`src/rtl/skt_pkg.sv`:
```
package skt_pkg;

  // Word field widths
  localparam int FUNC_W   = 2;
  localparam int KEY_W    = 24;
  localparam int TYPE_W   = 5;
  localparam int STATUS_W = 3;
  localparam int POS_W    = 8;
  localparam int COUNT_W  = 9;

  // Operation codes
  localparam logic [FUNC_W-1:0] FUNC_INSERT = 2'd0;
  localparam logic [FUNC_W-1:0] FUNC_REMOVE = 2'd1;
  localparam logic [FUNC_W-1:0] FUNC_LOOKUP = 2'd2;
  localparam logic [FUNC_W-1:0] FUNC_SPARE  = 2'd3;

  // Result status codes
  localparam logic [STATUS_W-1:0] ST_OK        = 3'd0;
  localparam logic [STATUS_W-1:0] ST_DUPLICATE = 3'd1;
  localparam logic [STATUS_W-1:0] ST_NOT_FOUND = 3'd2;
  localparam logic [STATUS_W-1:0] ST_FULL      = 3'd3;
  localparam logic [STATUS_W-1:0] ST_BAD_TYPE  = 3'd4;

  // Result type/position source
  localparam logic [1:0] RSEL_ZERO  = 2'd0;
  localparam logic [1:0] RSEL_PROBE = 2'd1;
  localparam logic [1:0] RSEL_NEW   = 2'd2;

  typedef struct packed {
    logic                load;       // capture word, start search
    logic                probe_rd;   // read entry at search midpoint
    logic                probe_upd;  // narrow search window
    logic                res_set;    // latch result code
    logic [STATUS_W-1:0] res_code;
    logic [1:0]          res_sel;
    logic                mv_init_ins;
    logic                mv_init_del;
    logic                ins_rd;     // read entry below move index
    logic                ins_wr;     // write it at move index, step down
    logic                del_rd;     // read entry above move index
    logic                del_wr;     // write it at move index, step up
    logic                new_wr;     // store new entry, count up
    logic                cnt_dec;
    logic                out_load;
  } skt_cmd_t;

  typedef struct packed {
    logic              srch_more;
    logic              hit;
    logic              bad_type;
    logic              full;
    logic [FUNC_W-1:0] func;
    logic              ins_more;
    logic              del_more;
    logic              out_free;
  } skt_stat_t;

endpackage

```
`src/rtl/skt_ctrl.sv`:
```
module skt_ctrl (
  input  logic               clk,
  input  logic               rst_n,
  input  logic               in_valid,
  output logic               in_ready,
  input  skt_pkg::skt_stat_t stat,
  output skt_pkg::skt_cmd_t  cmd
);

  localparam logic [3:0] S_IDLE   = 4'd0;
  localparam logic [3:0] S_SRCH   = 4'd1;
  localparam logic [3:0] S_CMP    = 4'd2;
  localparam logic [3:0] S_DECIDE = 4'd3;
  localparam logic [3:0] S_INS_MV = 4'd4;
  localparam logic [3:0] S_INS_WR = 4'd5;
  localparam logic [3:0] S_DEL_MV = 4'd6;
  localparam logic [3:0] S_DEL_WR = 4'd7;
  localparam logic [3:0] S_RESP   = 4'd8;

  logic [3:0] state_r, state_nxt;

  always_ff @(posedge clk) begin
    if (!rst_n) begin
      state_r <= S_IDLE;
    end else begin
      state_r <= state_nxt;
    end
  end

  assign in_ready = (state_r == S_IDLE);

  always_comb begin
    state_nxt = state_r;
    cmd       = '0;
    unique case (state_r)
      S_IDLE: begin
        if (in_valid) begin
          cmd.load  = 1'b1;
          state_nxt = S_SRCH;
        end
      end
      S_SRCH: begin
        if (stat.srch_more) begin
          cmd.probe_rd = 1'b1;
          state_nxt    = S_CMP;
        end else begin
          state_nxt = S_DECIDE;
        end
      end
      S_CMP: begin
        cmd.probe_upd = 1'b1;
        state_nxt     = S_SRCH;
      end
      S_DECIDE: begin
        cmd.res_set = 1'b1;
        state_nxt   = S_RESP;
        unique case (stat.func) inside
          skt_pkg::FUNC_INSERT: begin
            if (stat.bad_type) begin
              cmd.res_code = skt_pkg::ST_BAD_TYPE;
              cmd.res_sel  = skt_pkg::RSEL_ZERO;
            end else if (stat.hit) begin
              cmd.res_code = skt_pkg::ST_DUPLICATE;
              cmd.res_sel  = skt_pkg::RSEL_PROBE;
            end else if (stat.full) begin
              cmd.res_code = skt_pkg::ST_FULL;
              cmd.res_sel  = skt_pkg::RSEL_ZERO;
            end else begin
              cmd.res_code    = skt_pkg::ST_OK;
              cmd.res_sel     = skt_pkg::RSEL_NEW;
              cmd.mv_init_ins = 1'b1;
              state_nxt       = S_INS_MV;
            end
          end
          skt_pkg::FUNC_REMOVE: begin
            if (!stat.hit) begin
              cmd.res_code = skt_pkg::ST_NOT_FOUND;
              cmd.res_sel  = skt_pkg::RSEL_ZERO;
            end else begin
              cmd.res_code    = skt_pkg::ST_OK;
              cmd.res_sel     = skt_pkg::RSEL_PROBE;
              cmd.mv_init_del = 1'b1;
              state_nxt       = S_DEL_MV;
            end
          end
          skt_pkg::FUNC_LOOKUP, skt_pkg::FUNC_SPARE: begin
            cmd.res_code = stat.hit ? skt_pkg::ST_OK : skt_pkg::ST_NOT_FOUND;
            cmd.res_sel  = stat.hit ? skt_pkg::RSEL_PROBE : skt_pkg::RSEL_ZERO;
          end
          default: begin
            cmd.res_code = skt_pkg::ST_NOT_FOUND;
            cmd.res_sel  = skt_pkg::RSEL_ZERO;
          end
        endcase
      end
      S_INS_MV: begin
        if (stat.ins_more) begin
          cmd.ins_rd = 1'b1;
          state_nxt  = S_INS_WR;
        end else begin
          cmd.new_wr = 1'b1;
          state_nxt  = S_RESP;
        end
      end
      S_INS_WR: begin
        cmd.ins_wr = 1'b1;
        state_nxt  = S_INS_MV;
      end
      S_DEL_MV: begin
        if (stat.del_more) begin
          cmd.del_rd = 1'b1;
          state_nxt  = S_DEL_WR;
        end else begin
          cmd.cnt_dec = 1'b1;
          state_nxt   = S_RESP;
        end
      end
      S_DEL_WR: begin
        cmd.del_wr = 1'b1;
        state_nxt  = S_DEL_MV;
      end
      S_RESP: begin
        if (stat.out_free) begin
          cmd.out_load = 1'b1;
          state_nxt    = S_IDLE;
        end
      end
      default: begin
        state_nxt = S_IDLE;
      end
    endcase
  end

endmodule

```
`config.mk`:
```
export PLATFORM = sky130hd
export DESIGN_NAME = skt_ctrl
export DESIGN_NICKNAME = d
export VERILOG_FILES = /design/src/rtl/skt_pkg.sv /design/src/rtl/skt_ctrl.sv
export SDC_FILE = /design/constraint.sdc
export NUM_CORES = 1
export LEC_CHECK = 0
export BUFFER_PORTS_ARGS = -buffer_cell sky130_fd_sc_hd__buf_2
export CORE_AREA = 2 2 39 41
export DETAILED_ROUTE_END_ITERATION = 7
export DIE_AREA = 0 0 41 43
export PLACE_DENSITY = 0.69
export SYNTH_ARGS = -nofsm -noshare
export SYNTH_HDL_FRONTEND = slang
export SYNTH_SLANG_ARGS = --single-unit
```
`constraint.sdc`:
```
create_clock -name clk -period 1.6 [get_ports clk]
set_clock_uncertainty 0.1 [all_clocks]
set_input_delay 0.08 -clock clk [delete_from_list [all_inputs] [get_ports clk]]
set_output_delay 0.08 -clock clk [all_outputs]
set_load 0.1 [all_outputs]
```
==> flow_summary.toml <==
[logic_synthesis]
synth-async-reset-ratio_pct = 0
postSynthAreaPerCell_um2 = 7.08
yosys-top-cells-area = "dfxtp_1 (17%), nor2_1 (7.9%), nand2_1 (6.3%)"
post_synth_most_frequent_cells = "nor2_1 (10), nand2_1 (8), dfxtp_1 (4)"
synthesis.instances = 67
synth_top_area_share_pct = 16.9
synth_cell_type_count = 35
synth_warnings = 0
synth_enable_flop_cells = 0
yosys_most_used_dff = "dfxtp_1"
post-synth-top-count-cell = "nor2_1"
seq_area_frac_synth_pct = 16.9
ys_seq_elements = 4
synth_fp_nets = 79
post-synth-top-area-cell = "dfxtp_1"
syn-cell-area_um2 = 474

[layout]
regArea_um2 = 83.8
insertedDiodeCount = 0
final_core_util_pct = 93.5
n_fill_cell = 42
area_growth_pct = 173
top_regs = "state_r: 4 flops"
largest_reg_flops = 4
ratio_of_cells_with_drive_above_1_in_the_final_layout_pct = 72.8
multi_input_area_um2 = 544
layout.cells.non_filler = 130
max_flop_register = "state_r"
finalNetCount = 128

[die]
x_dimension_of_the_die_um = 41
io_pins = 31
floorplan.die.height_um = 43
placementRows = 14
core_area_um2 = 1380
start_util_pct = 34.3
die-area_um2 = 1760

[run]
max_cap_viol_count = 0

[global_routing]
grt_first_pass_wirelength_mm = 2.83
grt_start_max_net_pins = 16
sum_of_overflow_across_all_layers_after_global_routing = 0
grt_pass1_vias = 667
globalRouteTotalUtil_pct = 23.6
grt_antenna_before_repair = 0

[setup_path]
rrSetupSlack_ps = 130
critical_path_required_ps = 1420
timing.rr.start = "state_r[1]"
startpoint = "state_r[2]"
cp_data_arrival_time_ps = 1500
crit_path_start_kind = "register"
biggest_fanout_along_the_worst_timing_path = 7
critPathCaptureType = "primary output"
type_of_the_worst_setup_path = "reg -> out"

[timing]
rsz_0062_raised_after_global_routing = "true"
hold_violations = 0
timing_worst_slew_pin_value_ps = 391
final-max-slew-violation-count = 0
min_period_over_period_pct = 105
post-route-min-period_ps = 1680
tns_ps = -440
final.setup.worst_slack_ps = -77.1
max_freq_mhz = 596
final_setup_violation_count = 12
worst_slew_margin_rel_pct = 73.6

[power_and_ir_drop]
finalPower_uw = 570
leakage_uw = 0.000512
power_per_cell_area_nw_per_um2 = 440
ir_drop_uv = 936

[cts]
postCtsHoldBufs = 0
cts-root-to-sink-buffers = 2
clock_sink_total = 4
clk_transition_reported_paths_ps = 50
htree_levels = 1
clock_insertion_delay_worst_skew_ps = 260
cts_tree = "done"
clock_tree.root_cell = "clkbuf_4"
cts_made_buffers = 3

[placement]
dp_worst_setup_slack_ps = 60.5
dp.cells = 115
place.detailed.hpwl_mm = 1.42
number_of_i_o_port_buffers = 30
gp_congestion = 0.825

[routing]
drt-wirelength-per-cell_um = 20.8
post_drt_via_cell_ratio = 6.14
drt_pass_1_iters = 4
routed_wirelength_mm = 2.71
drtAntennaViolNets = 0
highest-signal-layer = "met4"
drcViolationCount = 0
num_vias = 798
wl_met3_um = 257
wl_met1_um = 866
wl_met2_mm = 1.43
first_iter_violations = 17

[min_path]
holdCritStartpoint = "in_valid"
min-delay-path-class = "in -> reg"

[status]
run_status = "finished with violations"
failing_checks = "setup timing"
-- worst max-delay path, cell delays in order (launching register included) --
cell and delay [ps]:
dfxtp_2 360, buf_6 140, and2b_2 200, buf_6 120, nor3b_4 210, buf_12 200
-- power breakdown --
part           switching (uW)  internal, uW  total (uW)
registers                6.36           106         112
clock network            57.8          85.0         143
logic                     196           119         315
-- cell families (layout without fill, tap and decap cells) --
kind of cell	Yosys count	after routing	share of synthesized area [%]
and+or+nand+nor	43	43	53.6
AOI/OAI and AO/OA	12	12	19.5
buffers and inverters	7	54	7.91
DFF	4	4	16.9
muxes	1	1	2.11
-- placed cells by master, fill, tap and decap left out, types with 5 or more instances in the layout --
cell type / count
buf_6: 7
buf_4: 12
nor2_4: 5
buf_12: 19
nand2_1: 6
buf_2: 11
-- cell type report --
class,instances,area share [%]
Timing Repair Buffer,49,46.7
Inverter,2,1.45
Clock buffer,3,1.74
Multi-Input combinational cell,56,42.1
Sequential cell,4,6.48
Tap cell,16,1.55
-- path summary, 6_finish.rpt --
kind / endpoint / cells after the start
hold / removal: state_r[0] / 3
setup / recovery: cmd[5] / 5
setup reg to reg: state_r[3] / 4
hold reg to reg: state_r[1] / 3
-- stage by stage --
step                      hold WS [ps]  instance area, um2
after floorplan                    134                 653
after global placement             287                1110
after detailed placement           315                1110
after CTS                         75.2                1200
after global routing              79.3                1290
final                             38.2                1290
-- per-layer routing --
layer / vias to the layer above / GRT usage, %
li1: 353 / -
met1: 370 / 23.4
met2: 59 / 42.2
met3: 16 / 5.76
met4: 0 / 10.7
met5: - / 0
-- what timing repair did --
| action | CTS | global route |
|---|---|---|
| gates resized for setup | 13 | 9 |
| endpoints found under the setup margin | 9 | 15 |
| buffers inserted | 4 | 8 |
| pin swaps | 6 | 3 |
Note: power is estimated with default switching activity, not from simulation.
